File: src/rtl/odbp_pkg.sv
package odbp_pkg;

  localparam int MAX_WIDTH_DEF    = 1024;
  localparam int PALETTE_SIZE_DEF = 256;
  localparam int MID_DEPTH        = 4;
  localparam int OUT_DEPTH        = 2;

  localparam int CFG_IDX_W        = 2;
  localparam int CFG_DATA_W       = 16;
  localparam int CFG_WIDTH_RST    = 1024;
  localparam int IMG_WIDTH_W      = 11;

  localparam int SUM_W            = 15;
  localparam int GREY_W           = 6;
  localparam int GREY_MUL         = 5243;
  localparam int GREY_SHIFT       = 21;
  localparam int ROW_W            = 16;
  localparam int BAND_W           = 13;

  typedef enum logic [CFG_IDX_W-1:0] {
    REG_IMAGE_WIDTH  = 2'd0,
    REG_IMAGE_HEIGHT = 2'd1
  } cfg_reg_t;

  typedef enum logic {
    CMD_LOAD  = 1'b0,
    CMD_PIXEL = 1'b1
  } cmd_t;

  typedef struct packed {
    cmd_t              cmd;
    logic [7:0]        code;
    logic [SUM_W-1:0]  sum;
    logic [2:0]        row;
    logic              last_row;
    logic              last_col;
    logic [BAND_W-1:0] band;
  } mid_ctl_t;

  typedef struct packed {
    logic [7:0]        col_byte;
    logic [BAND_W-1:0] band;
    logic              done;
  } out_res_t;

  localparam logic [GREY_W-1:0] BAYER [8][8] = '{
    '{6'd0,  6'd32, 6'd8,  6'd40, 6'd2,  6'd34, 6'd10, 6'd42},
    '{6'd48, 6'd16, 6'd56, 6'd24, 6'd50, 6'd18, 6'd58, 6'd26},
    '{6'd12, 6'd44, 6'd4,  6'd36, 6'd14, 6'd46, 6'd6,  6'd38},
    '{6'd60, 6'd28, 6'd52, 6'd20, 6'd62, 6'd30, 6'd54, 6'd22},
    '{6'd3,  6'd35, 6'd11, 6'd43, 6'd1,  6'd33, 6'd9,  6'd41},
    '{6'd51, 6'd19, 6'd59, 6'd27, 6'd49, 6'd17, 6'd57, 6'd25},
    '{6'd15, 6'd47, 6'd7,  6'd39, 6'd13, 6'd45, 6'd5,  6'd37},
    '{6'd63, 6'd31, 6'd55, 6'd23, 6'd61, 6'd29, 6'd53, 6'd21}
  };

  function automatic logic dot(input logic [GREY_W-1:0] grey, input logic [2:0] row,
                               input logic [2:0] colm);
    return grey <= BAYER[row][colm];
  endfunction

endpackage

File: src/rtl/odbp_front.sv
module odbp_front #(
  parameter int MAX_WIDTH = odbp_pkg::MAX_WIDTH_DEF,
  parameter int CW        = $clog2(MAX_WIDTH)
) (
  input  logic                                clk,
  input  logic                                rst_n,
  input  logic                                in_push,
  input  logic                                in_cmd,
  input  logic [7:0]                          in_palette_slot,
  input  logic [7:0]                          in_red,
  input  logic [7:0]                          in_green,
  input  logic [7:0]                          in_blue,
  input  logic [7:0]                          in_pixel_code,
  input  logic                                cfg_valid,
  input  logic [odbp_pkg::CFG_IDX_W-1:0]      cfg_index,
  input  logic [odbp_pkg::CFG_DATA_W-1:0]     cfg_data,
  input  logic                                mid_full_i,
  output logic                                mid_push_o,
  output logic [$bits(odbp_pkg::mid_ctl_t)+CW-1:0] mid_data_o
);

  localparam int RST_W = (odbp_pkg::CFG_WIDTH_RST > MAX_WIDTH) ? MAX_WIDTH
                                                                : odbp_pkg::CFG_WIDTH_RST;

  logic [CW-1:0]                 wlast_r, wlast_nxt;
  logic [odbp_pkg::ROW_W-1:0]    hlast_r, hlast_nxt;
  logic [CW-1:0]                 cnt_r, cnt_nxt;
  logic [odbp_pkg::ROW_W-1:0]    row_r, row_nxt;
  logic [CW-1:0]                 col;
  logic                          last_col, last_row, pix_acc;
  odbp_pkg::mid_ctl_t            ctl;

  always_comb begin
    logic [31:0] wv;
    logic [31:0] hv;
    wv = 32'(cfg_data[odbp_pkg::IMG_WIDTH_W-1:0]);
    hv = 32'(cfg_data);
    if (wv == 32'd0) begin
      wv = 32'd1;
    end
    if (wv > 32'(MAX_WIDTH)) begin
      wv = 32'(MAX_WIDTH);
    end
    if (hv == 32'd0) begin
      hv = 32'd1;
    end
    wlast_nxt = wlast_r;
    hlast_nxt = hlast_r;
    if (cfg_valid && cfg_index == odbp_pkg::REG_IMAGE_WIDTH) begin
      wlast_nxt = CW'(wv - 32'd1);
    end
    if (cfg_valid && cfg_index == odbp_pkg::REG_IMAGE_HEIGHT) begin
      hlast_nxt = odbp_pkg::ROW_W'(hv - 32'd1);
    end
  end

  assign col      = (cnt_r > wlast_r) ? wlast_r : cnt_r;
  assign last_col = (col == wlast_r);
  assign last_row = (row_r >= hlast_r);

  assign mid_push_o = in_push && !mid_full_i;
  assign pix_acc    = mid_push_o && (in_cmd == odbp_pkg::CMD_PIXEL);

  always_comb begin
    ctl.cmd      = odbp_pkg::cmd_t'(in_cmd);
    ctl.code     = (in_cmd == odbp_pkg::CMD_LOAD) ? in_palette_slot : in_pixel_code;
    ctl.sum      = odbp_pkg::SUM_W'(32'd30 * 32'(in_red) + 32'd59 * 32'(in_green)
                                    + 32'd11 * 32'(in_blue));
    ctl.row      = row_r[2:0];
    ctl.last_row = last_row;
    ctl.last_col = last_col;
    ctl.band     = row_r[odbp_pkg::ROW_W-1:3];
  end

  assign mid_data_o = {ctl, col};

  always_comb begin
    cnt_nxt = cnt_r;
    row_nxt = row_r;
    if (pix_acc) begin
      if (last_col) begin
        cnt_nxt = '0;
        row_nxt = last_row ? '0 : row_r + 1'b1;
      end else begin
        cnt_nxt = col + 1'b1;
      end
    end
  end

  always_ff @(posedge clk) begin
    if (!rst_n) begin
      wlast_r <= CW'(RST_W - 1);
      hlast_r <= '0;
      cnt_r   <= '0;
      row_r   <= '0;
    end else begin
      wlast_r <= wlast_nxt;
      hlast_r <= hlast_nxt;
      cnt_r   <= cnt_nxt;
      row_r   <= row_nxt;
    end
  end

endmodule

File: config.mk
export PLATFORM = sky130hd
export DESIGN_NAME = odbp_front
export DESIGN_NICKNAME = d
export VERILOG_FILES = /design/src/rtl/odbp_pkg.sv /design/src/rtl/odbp_front.sv
export SDC_FILE = /design/constraint.sdc
export NUM_CORES = 1
export LEC_CHECK = 0
export BUFFER_PORTS_ARGS = -buffer_cell sky130_fd_sc_hd__buf_2
export CAP_MARGIN = 20
export CORE_AREA = 5 5 97 144
export CTS_CLUSTER_DIAMETER = 200
export DETAILED_ROUTE_END_ITERATION = 7
export DIE_AREA = 0 0 102 149
export HOLD_SLACK_MARGIN = 0.03
export PLACE_DENSITY = 0.84
export SLEW_MARGIN = 0
export SYNTH_ARGS = -nofsm -noshare
export SYNTH_HDL_FRONTEND = slang
export SYNTH_SLANG_ARGS = --single-unit
File: constraint.sdc
create_clock -name clk -period 9.1 [get_ports clk]
set_input_delay 1.365 -clock clk [delete_from_list [all_inputs] [get_ports clk]]
set_output_delay 1.365 -clock clk [all_outputs]
set_load 0.02 [all_outputs]
==> metrics <==
RSZ-0062 raised after global routing no; worst-path cell chain buf_2 > fa_1 > fa_1 > ha_1 > a21o_1 > a21oi_1 > o21bai_1 > a21oi_1 > o21ai_0 > xor2_1 > ha_1 > inv_1 > fa_1 > fa_1 > inv_1 > ha_1 > nand3_1 > nand2_1 > a41o_1 > o41ai_1 > xnor2_1 > buf_2; clk sinks 52; Nets about 1,100; Multi-input gate area 0.005052 sq mm; Slowest-stage cell, CP fa_1; share of post-route cells with drive strength above 1 between 15 and 20%; Int Pwr approximately 1300 uW; hpwl dp 13,710 microns; Tightest Pin Transition roughly 770 ps; post-route ant nets 0; Worst setup SP type primary input; Area Growth Syn to Fin 12.43%; Arr. time, crit path 6800 ps; Adder-Cell Fraction of Synth Area a little over a third; Synth Area in XOR/XNOR under 10%; met1 Use GR approximately a quarter; sequential share of power around 9%; CP most frequent cell fa_1; TritonCTS clock tree done; Power Density 360.6 mW/mm^2; via count around 5,800; Worst Hold Class flop to flop; row count 50; Synth warnings 0; fraction of the yosys area taken by sequential cells 15.50%; Post-CTS Setup Bufs 0; Final Non-Filler Cells approximately 1,000; top post-synthesis cells by count 134 x inv_1, 93 x ha_1, 64 x fa_1, 52 x dfxtp_1, 47 x nor2_1; Routed WL between 15,000 and 20,000 microns; Max VDD drop 0.8435 mV; Synth cell types 67; final core utilization 60.64%; Compound-Gate Fraction of Synth Area between 10% and 20%; Overall Global Routing Usage a little over a fifth; WL/cell ~16 microns; Cells after DPL roughly 1,000; Storage cell area approximately 0.0010 sq mm; Cells after Synth 770; Initial DRT Pass Iterations 5; Vias/cell 5.604; largest family of logic cells by synthesized area adder cells; CTS clk-pin slew, worst paths ~70 ps; gr ovfl total 0; proportion of synthesized area in mux cells about 3.3%; syn avg cell area approximately 8.7 sq um; Hold Vio Cnt, Final 0; Gate power share 84.2%; ys async rst share 0%; Crit Path Category primary input to output pin; Filler Cell Count ~1,000; Max clock buf depth 2; Synthesized Nets around 990; Area contributors post-synth fa_1 19%, ha_1 17%, dfxtp_1 16%, inv_1 7.5%, xor2_1 4.3%; routability cong. 0.8837; setup_tns 0 ps; io pins roughly 120; core area 0.01245 sq mm; Pleak 0.003773 uW; Root Buffer clkbuf_16; maximum fanout along the worst path 6; Die ar. 0.01520 sq mm; simple-gate area share of the yosys netlist between 10% and 20%; GR Layer Usage met3 under 10%; Seq cells post-synth 52; DIE HEIGHT 149 microns; vias in the first global route around 5,900; WP buf/inv 4; fmax 122.4 MHz; clock skew approximately 13 ps; total CTS buffers 5; Sw Pwr between 1000 and 1500 uW; GR peak layer met2; Antenna Cells 0; final setup violation count 0; Synth Cell Area 0.006715 sq mm; Period minus WS final 8167 ps; Max-Slew Margin vs Limit about half; Yosys top cell by area fa_1; GRT met2 Usage between 40 and 50%; worst-skew pair later-pin latency between 200 and 300 ps; max incr delay on CP between 600 and 700 ps; largest net degree at the start of global routing 24; Synth top area share a little under a fifth; Starting Density a little over half; final count of pins violating max slew 0; CP required between 7000 and 8000 ps; Tcrit/Tclk final around nine tenths; initial antenna violation count 0; first-pass GRT wire length 26,680 microns; Max-cap violations 0; PortBufs about 120; outcome finished, final reports clean; EDFF count, synth 0; Setup crit end kind output pin; Net Sw Frac 53.27%; cts repair resizes 0; Die Width 102 microns; top-count cell post-synth inv_1; H-tree levels 2; 1st-iter DRT viols between 200 and 250; DRC Markers 0; CTS Hold Bufs 0; Top FF cell, synth dfxtp_1; cell family with the largest share of critical-path delay adder cells; Clk pwr share approximately 7.0%
## kinds of logic (layout without fill, tap and decap cells)
| group | Yosys count | count (layout) |
|---|---|---|
| fa+ha+maj | 157 | 157 |
| flops | 52 | 52 |
| mux | 19 | 19 |
| buf+inv | 159 | 261 |
| xor+xnor | 60 | 60 |
| simple gates | 201 | 201 |
| compound gates | 122 | 122 |
## path summary, 6_finish.rpt
path / startpoint / end / slack (ps) / depth (start not counted)
min: hlast_r[15]$_SDFFE_PN0P_ / hlast_r[15]$_SDFFE_PN0P_ / 470 / 2
min reg2reg: hlast_r[15]$_SDFFE_PN0P_ / hlast_r[15]$_SDFFE_PN0P_ / 470 / 2
max reg2reg: wlast_r[5]$_SDFFE_PN1P_ / cnt_r[8]$_SDFFE_PN0P_ / 5310 / 13
max: in_red[0] / mid_data_o[42] / 930 / 22
## state kept, by name, indices dropped and copies added (netlist names)
name / count
wlast_r: 10
row_r: 16
hlast_r: 16
cnt_r: 10
## worst reg2reg max path, cell delays in order, from the launching register on
cell and delay [ps]:
dfxtp_1 430, inv_1 110, ha_1 340, a21oi_1 150, o21ai_1 160, a2111oi_4 650
nor2_2 300, o21ai_0 420, ha_1 370, nand2_1 80, nor3_1 230, o22ai_1 140
xnor2_1 150, a22o_1 190
## cell usage in the layout, fill, tap and decap left out, types with 5 or more instances in the layout
master / count
nor2b_1: 7
inv_1: 134
nor3_1: 34
a211oi_1: 10
a21oi_1: 37
dfxtp_1: 52
xnor2_1: 27
nand3_1: 11
mux2_2: 14
o21ai_1: 6
o211ai_1: 5
ha_1: 93
nor4_1: 5
xor2_1: 33
o21ai_0: 18
nand2_1: 40
fa_1: 64
buf_2: 116
and3_1: 10
a21o_1: 7
clkbuf_16: 5
nand4_1: 20
nor2_1: 47
## stage by stage
step                      hold WS (ps)  power [uW]  area [sq um]  setup slack (ps)
after floorplan                  431.9        1973          6715              1424
final                            471.2        2722          7550             932.8
after global placement           456.3        2474          7380              1058
after detailed placement         462.5        2560          7395             944.8
after global routing             500.5        3001          7550             595.4
after CTS                        472.4        2756          7542             939.0
## layer usage
metal  part of all wire (%)  up-vias
met4                    3.7        0
met5                      0        -
li1                       -     2798
met1                     36     2714
met3                    5.0       49
met2                     55      200
## area by class of cell
| class | instances | area share [%] |
|---|---|---|
| timing repair buffer | 119 | 8.088 |
| tap | 156 | 2.585 |
| sequential | 52 | 13.79 |
| inverter | 134 | 6.662 |
| clock inverter | 3 | 0.2983 |
| clock buffer | 5 | 1.657 |
| multi-input combinational | 559 | 66.92 |
## power by group through the flow
stage	sequential, uW	combinational (uW)	clock (uW)
2_1_floorplan	242	1730	0
3_3_place_gp	245	2230	0
3_5_place_dp	245	2320	0
4_1_cts	239	2320	194
5_1_grt	240	2560	205
6_report	240	2290	190
Note: power is estimated with default switching activity, not from simulation.
