`config.mk`:
```
export PLATFORM = sky130hd
export DESIGN_NAME = odbp_fifo
export DESIGN_NICKNAME = d
export VERILOG_FILES = /design/src/rtl/odbp_fifo.sv
export SDC_FILE = /design/constraint.sdc
export NUM_CORES = 1
export LEC_CHECK = 0
export BUFFER_PORTS_ARGS = -buffer_cell sky130_fd_sc_hd__buf_4
export CORE_UTILIZATION = 38
export DETAILED_ROUTE_END_ITERATION = 10
export GPL_TIMING_DRIVEN = 1
export PLACE_DENSITY_LB_ADDON = 0.25
export RECOVER_POWER = 25
export SLEW_MARGIN = 10
export SYNTH_ARGS = -nofsm -noshare
export SYNTH_HDL_FRONTEND = slang
export SYNTH_SLANG_ARGS = --single-unit
export TNS_END_PERCENT = 5
```
`constraint.sdc`:
```
create_clock -name clk -period 2.1 [get_ports clk]
set_input_delay 0.42 -clock clk [delete_from_list [all_inputs] [get_ports clk]]
set_output_delay 0.42 -clock clk [all_outputs]
set_load 0.01 [all_outputs]
```
`src/rtl/odbp_fifo.sv`:
```
module odbp_fifo #(
  parameter int W     = 8,
  parameter int DEPTH = 4
) (
  input  logic         clk,
  input  logic         rst_n,
  input  logic         push_i,
  input  logic [W-1:0] data_i,
  output logic         full_o,
  input  logic         pop_i,
  output logic [W-1:0] data_o,
  output logic         empty_o
);

  localparam int PTR_W = (DEPTH > 1) ? $clog2(DEPTH) : 1;
  localparam int CNT_W = $clog2(DEPTH + 1);

  logic [W-1:0]     mem_r [DEPTH];
  logic [PTR_W-1:0] wr_ptr_r, wr_ptr_nxt;
  logic [PTR_W-1:0] rd_ptr_r, rd_ptr_nxt;
  logic [CNT_W-1:0] cnt_r, cnt_nxt;
  logic             do_push, do_pop;

  assign full_o  = (cnt_r == CNT_W'(DEPTH));
  assign empty_o = (cnt_r == '0);
  assign data_o  = mem_r[rd_ptr_r];
  assign do_push = push_i && !full_o;
  assign do_pop  = pop_i && !empty_o;

  always_comb begin
    wr_ptr_nxt = wr_ptr_r;
    rd_ptr_nxt = rd_ptr_r;
    cnt_nxt    = cnt_r;
    if (do_push) begin
      wr_ptr_nxt = (wr_ptr_r == PTR_W'(DEPTH - 1)) ? '0 : wr_ptr_r + 1'b1;
    end
    if (do_pop) begin
      rd_ptr_nxt = (rd_ptr_r == PTR_W'(DEPTH - 1)) ? '0 : rd_ptr_r + 1'b1;
    end
    if (do_push && !do_pop) begin
      cnt_nxt = cnt_r + 1'b1;
    end else if (do_pop && !do_push) begin
      cnt_nxt = cnt_r - 1'b1;
    end
  end

  always_ff @(posedge clk) begin
    if (!rst_n) begin
      wr_ptr_r <= '0;
      rd_ptr_r <= '0;
      cnt_r    <= '0;
    end else begin
      wr_ptr_r <= wr_ptr_nxt;
      rd_ptr_r <= rd_ptr_nxt;
      cnt_r    <= cnt_nxt;
    end
  end

  always_ff @(posedge clk) begin
    if (do_push) begin
      mem_r[wr_ptr_r] <= data_i;
    end
  end

endmodule

```
==> results.yml, run 1 <==
worst_hold_path:
  hold_end: "mem_r[2][7]$_DFFE_PP_"
  min_path_cells: 1
  hold_start: "data_i[7]"
  hold_class: "in2reg"
floorplanning:
  die_w_um: 67.5
  num_rows: 23
  die_h_um: 67.5
  die_area_mm2: 0.00456
  ioPinCount: 22
  start_util: 0.402
  core_mm2: 0.00406
timing:
  holdWs_ns: 0.342
  skew_ns: 0.0121
  relSlewSlack: 0.711
  setup-violations-final: 0
  maxSlewViolCount: 0
  fmax_mhz: 489
  worst_pin_slew_ns: 0.434
  layout_worst_path_cycle_share: 0.973
  hold_viol_final: 0
  layout_setup_ws_ns: 0.0563
  period_minus_slack_ns: 2.04
grt:
  grt_max_degree: 14
  grt_busiest_layer: "met2"
  grt_overflow: 0
  use_met3: 0.0541
  grt_pass1_wl_um: 4000
  antenna_found_initial: 0
  groute.usage.overall: 0.131
  grt_pass1_vias: 871
  grt_util_met2: 0.223
  use_met1: 0.142
placed_design:
  pre_cts_slack_ns: -0.0456
  portBuffers: 21
  gp_congestion: 0.692
  dp_hpwl_um: 1740
worst_setup_path:
  reg2reg_slack_ns: 0.06
  r2r_end: "cnt_r[2]$_SDFFE_PN0P_"
  cp-start-kind: "flop"
  critPathRequiredTime_ns: 2.31
  path_class: "reg2reg"
  path_max_fanout: 5
  cp.arrival_ns: 2.25
  end_kind: "flop"
  worstRegToRegCells: 8
  rr_startpoint: "cnt_r[2]$_SDFFE_PN0P_"
final_layout:
  finish.utilization: 0.491
  drive_above_1_share: 0.341
  diodes: 0
  syn_to_final_growth_pct: 22.1
  final_cell_mix: "32 x edfxtp_1, 20 x buf_4, 8 x mux4_2"
  num-fill-cells: 353
  multiInputGateArea_um2: 477
  seq_area_mm2: 0.00115
  final_common_cell: "edfxtp_1"
  final_net_count: 141
drt:
  wl_per_cell_um: 15.0
  drc: 0
  final_antenna_net_count: 0
  firstDrtPassIters: 3
  routed_wl_um: 2600
  via_count: 828
  drt_iter0_drc: 47
  via_per_inst: 4.79
cts:
  worstSkewPairLatency_ns: 0.29
  cts_buffers: 5
  cts-root-buf: "clkbuf_8"
  clk_path_buf_depth: 2
  holdBufCountCts: 0
  cts-htree-levels: 2
  cts_sinks: 41
  clk_pin_slew_worst_paths_ns: 0.08
  cts_tree: "built"
yosys:
  syn_inst: 93
  avgSynthCellArea_um2: 17.5
  synth_seq_area_share: 0.700
  yosys_register_bits: 41
  ys_types: 23
  synthesis.area_mm2: 0.00163
  yosys_warnings: 0
  syn-num-nets: 112
run:
  maxCapViolations: 0
pwr:
  max-vdd-ir-drop_uv: 505
  power_leakage_uw: 0.000711
  p_per_area_mw_per_mm2: 1210
run_status:
  run_status: "finished clean"
==> synth_stat cells <==
master	n	area, um^2
ha_1	6	75.1
and2_1	5	31.3
fa_1	1	20.0
a21boi_0	1	7.51
mux4_2	8	180
buf_1	1	3.75
xor2_1	1	8.76
nor2b_1	2	12.5
nor2_1	2	7.51
nor3b_2	1	12.5
nand2_1	6	22.5
dfxtp_1	9	180
o21ai_0	3	15.0
nand3_1	2	10.0
edfxtp_1	32	961
nor3_1	1	5.00
o31ai_1	1	7.51
inv_1	3	11.3
clkbuf_1	1	3.75
or3_1	1	6.26
mux2i_1	3	30.0
buf_2	2	10.0
xnor2_1	1	8.76
==> registers in the layout (all words and copies together), names as in the netlist, named ones only <==
register,cells
wr_ptr_r,2
cnt_r,3
rd_ptr_r,2
mem_r,32
==> cell type report <==
class                      instances  share of cell area
clock buffer                       6              0.0415
inverter                           3             0.00566
tap                               50              0.0314
clock inverter                     2              0.0189
sequential                        41               0.576
multi-input combinational         45               0.239
timing repair buffer              26              0.0867
==> per-layer routing <==
layer  routed length [um]  vias to the layer above  part of all wire
met5                    0                        -                 0
met4                   34                        0             0.013
met3                  119                        4             0.046
met2                 1360                       15              0.52
met1                 1090                      404              0.42
li1                     -                      405                 -
==> report_power, final <==
group / leakage (uW) / total (uW) / internal [uW] / switching [uW]
clock network: 0.0000574 / 649 / 386 / 262
logic: 0.000285 / 671 / 369 / 303
registers: 0.000369 / 1080 / 1000 / 79.3
==> worst max-delay path by stage <==
stage	startpoint	to	slack, ns	cells after the start
final	cnt_r[2]$_SDFFE_PN0P_	cnt_r[2]$_SDFFE_PN0P_	0.06	8
after global routing	cnt_r[2]$_SDFFE_PN0P_	cnt_r[2]$_SDFFE_PN0P_	-0.05	8
after CTS	cnt_r[1]$_SDFFE_PN0P_	cnt_r[2]$_SDFFE_PN0P_	0.01	7
after detailed placement	cnt_r[1]$_SDFFE_PN0P_	cnt_r[2]$_SDFFE_PN0P_	-0.05	7
after global placement	cnt_r[1]$_SDFFE_PN0P_	cnt_r[2]$_SDFFE_PN0P_	0.12	7
after floorplan	cnt_r[0]$_SDFFE_PN0P_	cnt_r[2]$_SDFFE_PN0P_	0.007	7
==> what timing repair did <==
item / in CTS / in global routing
pin swaps: 0 / 1
endpoints found under the setup margin: 1 / 1
buffers inserted: 0 / 1
gates resized for setup: 1 / 7
==> per-stage QoR <==
stage	instance area [um^2]	TNS, ns	total power, uW	instances
finish	1990	0	2400	173
floorplan	1630	0	1480	93
global route	1990	-0.0453	2530	173
detailed placement	1860	-0.0456	1750	164
CTS	1990	0	2400	172
global placement	1860	0	1720	164
==> critical path, stage by stage (launching register included) <==
cell and delay (ns):
dfxtp_4 0.37, nor3b_2 0.16, nor2b_1 0.17, ha_2 0.20, inv_1 0.05, fa_1 0.37
xor2_1 0.17, or3_1 0.33, a21boi_1 0.15
==> cell families (layout without fill, tap and decap cells) <==
group / Yosys count / count (layout) / synth area share
adders and majority gates: 7 / 7 / 0.0583
buffers and inverters: 7 / 37 / 0.0176
xor gates and xnor gates: 2 / 2 / 0.0107
and+or+nand+nor: 20 / 20 / 0.0660
AOI/OAI and AO/OA: 5 / 5 / 0.0184
muxes: 11 / 11 / 0.129
DFF: 41 / 41 / 0.700
Note: power is estimated with default switching activity, not from simulation.
==> run 2, diff against run 1 <==
Clock period 2.1 ns to 2.26 ns, I/O delays scaled along.
==> run 2 against run 1 <==
Against the previous run: worst setup slack better by 0.20 ns; clock power is 12% lower; hold slack improved by 0.025 ns; sequential share of layout area rose by 0.99 points; critical path depth stayed put; die area unchanged; largest power group unchanged.
==> results.yml, run 2 (synthesized netlist as in run 1, its figures left out) <==
run_status:
  run_status: "finished clean"
timing:
  maxSlewViolCount: 0
  setup-violations-final: 0
  layout_worst_path_cycle_share: 0.888
  period_minus_slack_ns: 2.01
  hold_viol_final: 0
  setup_tns_ns: 0
  layout_setup_ws_ns: 0.254
  relSlewSlack: 0.676
  rsz0062_at_grt: "false"
  worst_pin_slew_ns: 0.487
  skew_ns: 0.00713
  fmax_mhz: 498
worst_hold_path:
  hold_start: "data_i[6]"
  hold_class: "in2reg"
grt:
  use_met3: 0.0405
  grt_max_degree: 14
  grt_pass1_wl_um: 4080
  grt_overflow: 0
  grt_pass1_vias: 910
  use_met1: 0.150
  antenna_found_initial: 0
  groute.usage.overall: 0.134
  grt_busiest_layer: "met2"
  grt_util_met2: 0.219
placed_design:
  pre_cts_slack_ns: 0.132
  portBuffers: 21
  dp_cells: 163
  gp_congestion: 0.706
  dp_hpwl_um: 1710
floorplanning:
  ioPinCount: 22
  num_rows: 23
  start_util: 0.402
  die_w_um: 67.5
  die_h_um: 67.5
  core_mm2: 0.00406
  die_area_mm2: 0.00456
cts:
  holdBufCountCts: 0
  worstSkewPairLatency_ns: 0.29
  cts-htree-levels: 2
  cts-root-buf: "clkbuf_8"
  postCtsSetupBuffers: 0
  cts-resized-gates: 0
  cts_buffers: 5
  cts_sinks: 41
  clk_pin_slew_worst_paths_ns: 0.08
  cts_tree: "built"
  clk_path_buf_depth: 2
worst_setup_path:
  startpoint: "cnt_r[2]$_SDFFE_PN0P_"
  cp-start-kind: "flop"
  end_kind: "flop"
  rr_startpoint: "cnt_r[2]$_SDFFE_PN0P_"
  max_stage_delay_ns: 0.38
  path_buf_inv: 1
  path_max_fanout: 5
  cp.arrival_ns: 2.23
  cp_top_family: "simple AND/OR/NAND/NOR gates"
  crit_path_top_delay_cell: "fa_1"
  crit_end: "cnt_r[2]$_SDFFE_PN0P_"
  critPathRequiredTime_ns: 2.48
  path_class: "reg2reg"
  path_cells: "nor3b_2 > nor2b_1 > ha_1 > inv_1 > fa_1 > xor2_1 > or3_1 > a21boi_0"
  crit_cells: 8
  worstRegToRegCells: 8
  r2r_end: "cnt_r[2]$_SDFFE_PN0P_"
  reg2reg_slack_ns: 0.25
pwr:
  p_total_uw: 2160
  p_per_area_mw_per_mm2: 1110
  max-vdd-ir-drop_uv: 547
  power_leakage_uw: 0.000694
final_layout:
  final_net_count: 139
  top_regs: "mem_r: 32 flops, cnt_r: 3 flops"
  syn_to_final_growth_pct: 19.6
  diodes: 0
  drive_above_1_share: 0.306
  final_cells: 171
  largest_register_ff_count: 32
  largest-register: "mem_r"
  num-fill-cells: 342
  final_cell_mix: "32 x edfxtp_1, 18 x buf_4, 8 x mux4_2"
  final_common_cell: "edfxtp_1"
  finish.utilization: 0.481
drt:
  drc: 0
  via_per_inst: 4.92
  final_antenna_net_count: 0
  wl_per_cell_um: 14.7
  firstDrtPassIters: 4
  drt_iter0_drc: 29
  routed_wl_um: 2510
  via_count: 842
run:
  maxCapViolations: 0
## run 2: cell count changes in the layout (fill, tap and decap cells not counted), sizes merged
cell and change:
clkinv +1, buf -2, clkbuf -1
## run 2: metrics by stage
| step | area (um^2) | hold slack, ns |
|---|---|---|
| after global placement | 1860 | 0.484 |
| after floorplan | 1630 | 0.468 |
| after detailed placement | 1860 | 0.500 |
| final | 1950 | 0.367 |
| after CTS | 1970 | 0.348 |
| after global routing | 1950 | 0.361 |
## run 2: power breakdown
| part | internal [uW] | switching [uW] | leakage (uW) |
|---|---|---|---|
| Clock | 325 | 248 | 0.0000518 |
| Combinational | 321 | 261 | 0.000274 |
| Sequential | 931 | 70.8 | 0.000368 |
| Total | 1580 | 580 | 0.000694 |
## run 2: per-layer routing
layer / up-vias / wire length, um
met5: - / 0
li1: 400 / -
met1: 417 / 1060
met3: 7 / 101
met4: 0 / 68
met2: 18 / 1280
## run 2: worst min-delay path by stage
stage | endpoint | slack [ns] | depth (start not counted)
after floorplan | wr_ptr_r[1]$_SDFFE_PN0P_ | 0.47 | 2
after global placement | wr_ptr_r[1]$_SDFFE_PN0P_ | 0.48 | 2
after detailed placement | wr_ptr_r[1]$_SDFFE_PN0P_ | 0.50 | 2
after CTS | mem_r[0][3]$_DFFE_PP_ | 0.35 | 1
after global routing | mem_r[3][6]$_DFFE_PP_ | 0.36 | 1
final | mem_r[2][6]$_DFFE_PP_ | 0.37 | 1
## run 2: layout make-up
class / instances / area, um^2 / share of cell area
tap: 50 / 62.6 / 0.0321
sequential: 41 / 1140 / 0.586
clock inverter: 3 / 41.3 / 0.0212
timing repair buffer: 24 / 158 / 0.0808
clock buffer: 5 / 68.8 / 0.0353
multi-input combinational: 45 / 465 / 0.239
inverter: 3 / 11.3 / 0.00577
## run 2: worst reg2reg max path: stages (launching register included)
cell      delay (ns)
dfxtp_1         0.35
nor3b_2         0.18
nor2b_1         0.16
ha_1            0.20
inv_1           0.06
fa_1            0.38
xor2_1          0.15
or3_1           0.30
a21boi_0        0.16
==> run 3, diff against run 2 <==
Settings changed: CORE_UTILIZATION 38 to 55.
==> run 3 against run 2 <==
Against the previous run: highest routed layer unchanged; via count is 2.1% higher; global-route usage increased by 4.6 points; die area fell by 30%; final cell count down 11%; largest cell class unchanged; hold slack worse by 0.059 ns; count of clock-buffer cells in the layout unchanged; utilization is 19 points higher.
==> results.yml, run 3 (synthesized netlist as in run 1, its figures left out) <==
run_status:
  run_status: "finished clean"
cts:
  cts_sinks: 41
  clk_path_buf_depth: 2
  clk_pin_slew_worst_paths_ns: 0.12
  worstSkewPairLatency_ns: 0.35
  holdBufCountCts: 0
  cts_tree: "built"
  cts-htree-levels: 2
  cts-root-buf: "clkbuf_4"
  cts_buffers: 5
placed_design:
  place_area_mm2: 0.00183
  pre_cts_slack_ns: 0.0816
  portBuffers: 21
  dp_hpwl_um: 1770
  dp_cells: 144
  gp_congestion: 0.668
worst_setup_path:
  rr_startpoint: "cnt_r[0]$_SDFFE_PN0P_"
  reg2reg_slack_ns: 0.15
  path_max_fanout: 5
  critPathRequiredTime_ns: 2.54
  end_kind: "flop"
  cp-start-kind: "flop"
  cp.arrival_ns: 2.39
  path_class: "reg2reg"
  startpoint: "cnt_r[0]$_SDFFE_PN0P_"
final_layout:
  final_cells: 152
  top_regs: "mem_r: 32 flops, cnt_r: 3 flops"
  final_area_mm2: 0.00187
  syn_to_final_growth_pct: 14.7
  drive_above_1_share: 0.289
  num-fill-cells: 172
  final_cell_mix: "32 x edfxtp_1, 18 x buf_4, 9 x dfxtp_1"
  final_common_cell: "edfxtp_1"
  largest_register_ff_count: 32
  final_net_count: 139
  largest-register: "mem_r"
  diodes: 0
  finish.utilization: 0.672
floorplanning:
  num_rows: 19
  die_w_um: 56.4
  die_area_mm2: 0.00319
  core_mm2: 0.00278
  ioPinCount: 22
  start_util: 0.586
  die_h_um: 56.4
pwr:
  power_leakage_uw: 0.000674
  max-vdd-ir-drop_uv: 821
  p_per_area_mw_per_mm2: 1030
grt:
  grt_max_degree: 14
  grt_pass1_vias: 834
  grt_pass1_wl_um: 4040
  groute.usage.overall: 0.180
  antenna_found_initial: 0
  grt_overflow: 0
timing:
  relSlewSlack: 0.713
  rsz0062_at_grt: "false"
  setup_tns_ns: 0
  worst_pin_slew_ns: 0.430
  fmax_mhz: 475
  hold_viol_final: 0
  layout_worst_path_cycle_share: 0.932
  setup-violations-final: 0
  layout_setup_ws_ns: 0.154
  maxSlewViolCount: 0
  period_minus_slack_ns: 2.11
  skew_ns: 0.0109
worst_hold_path:
  hold_class: "in2reg"
  hold_start: "data_i[1]"
drt:
  drt_iter0_drc: 29
  wl_per_cell_um: 16.6
  final_antenna_net_count: 0
  firstDrtPassIters: 4
  via_count: 860
  via_per_inst: 5.66
  drc: 0
  routed_wl_um: 2520
run:
  maxCapViolations: 0
==> run 3: layout make-up <==
| type | count | area [um^2] | area share |
|---|---|---|---|
| sequential | 41 | 1140 | 0.610 |
| multi-input combinational | 45 | 465 | 0.249 |
| timing repair buffer | 24 | 158 | 0.0843 |
| tap | 31 | 38.8 | 0.0207 |
| clock buffer | 5 | 37.5 | 0.0201 |
| clock inverter | 3 | 17.5 | 0.00937 |
| inverter | 3 | 11.3 | 0.00602 |
==> run 3: path summary, 6_finish.rpt <==
check                        endpoint  depth (start not counted)
max             cnt_r[2]$_SDFFE_PN0P_                          8
min             mem_r[1][1]$_DFFE_PP_                          1
max reg2reg     cnt_r[2]$_SDFFE_PN0P_                          8
min reg2reg  wr_ptr_r[1]$_SDFFE_PN0P_                          2
==> run 3: worst max-delay path, cell delays in order, from the launching register on <==
cell and delay, ns:
dfxtp_1 0.48, nor3b_2 0.09, nor2b_1 0.20, ha_1 0.22
inv_1 0.06, fa_1 0.38, xor2_1 0.16, or3_1 0.29
a21boi_0 0.16
==> run 3: per-layer routing <==
metal,track usage,wire length [um]
met4,0.0976,72
met1,0.222,1120
met3,0.0737,124
met5,0,0
met2,0.271,1210
==> run 3: through the flow <==
stage	total power, uW	hold WS (ns)
6_report	1930	0.308
3_5_place_dp	1610	0.500
5_1_grt	2060	0.279
3_3_place_gp	1580	0.481
2_1_floorplan	1370	0.468
4_1_cts	1960	0.279
==> run 3: report_power, final <==
group	internal (uW)	total, uW	switching, uW
sequential	927	1000	75.8
clock	118	346	228
combinational	319	583	263
total	1360	1930	567
==> run 3: timing repair <==
item	4_1_cts	5_1_grt
setup buffers	0	0
setup endpoints to repair	0	1
resized for setup	0	1
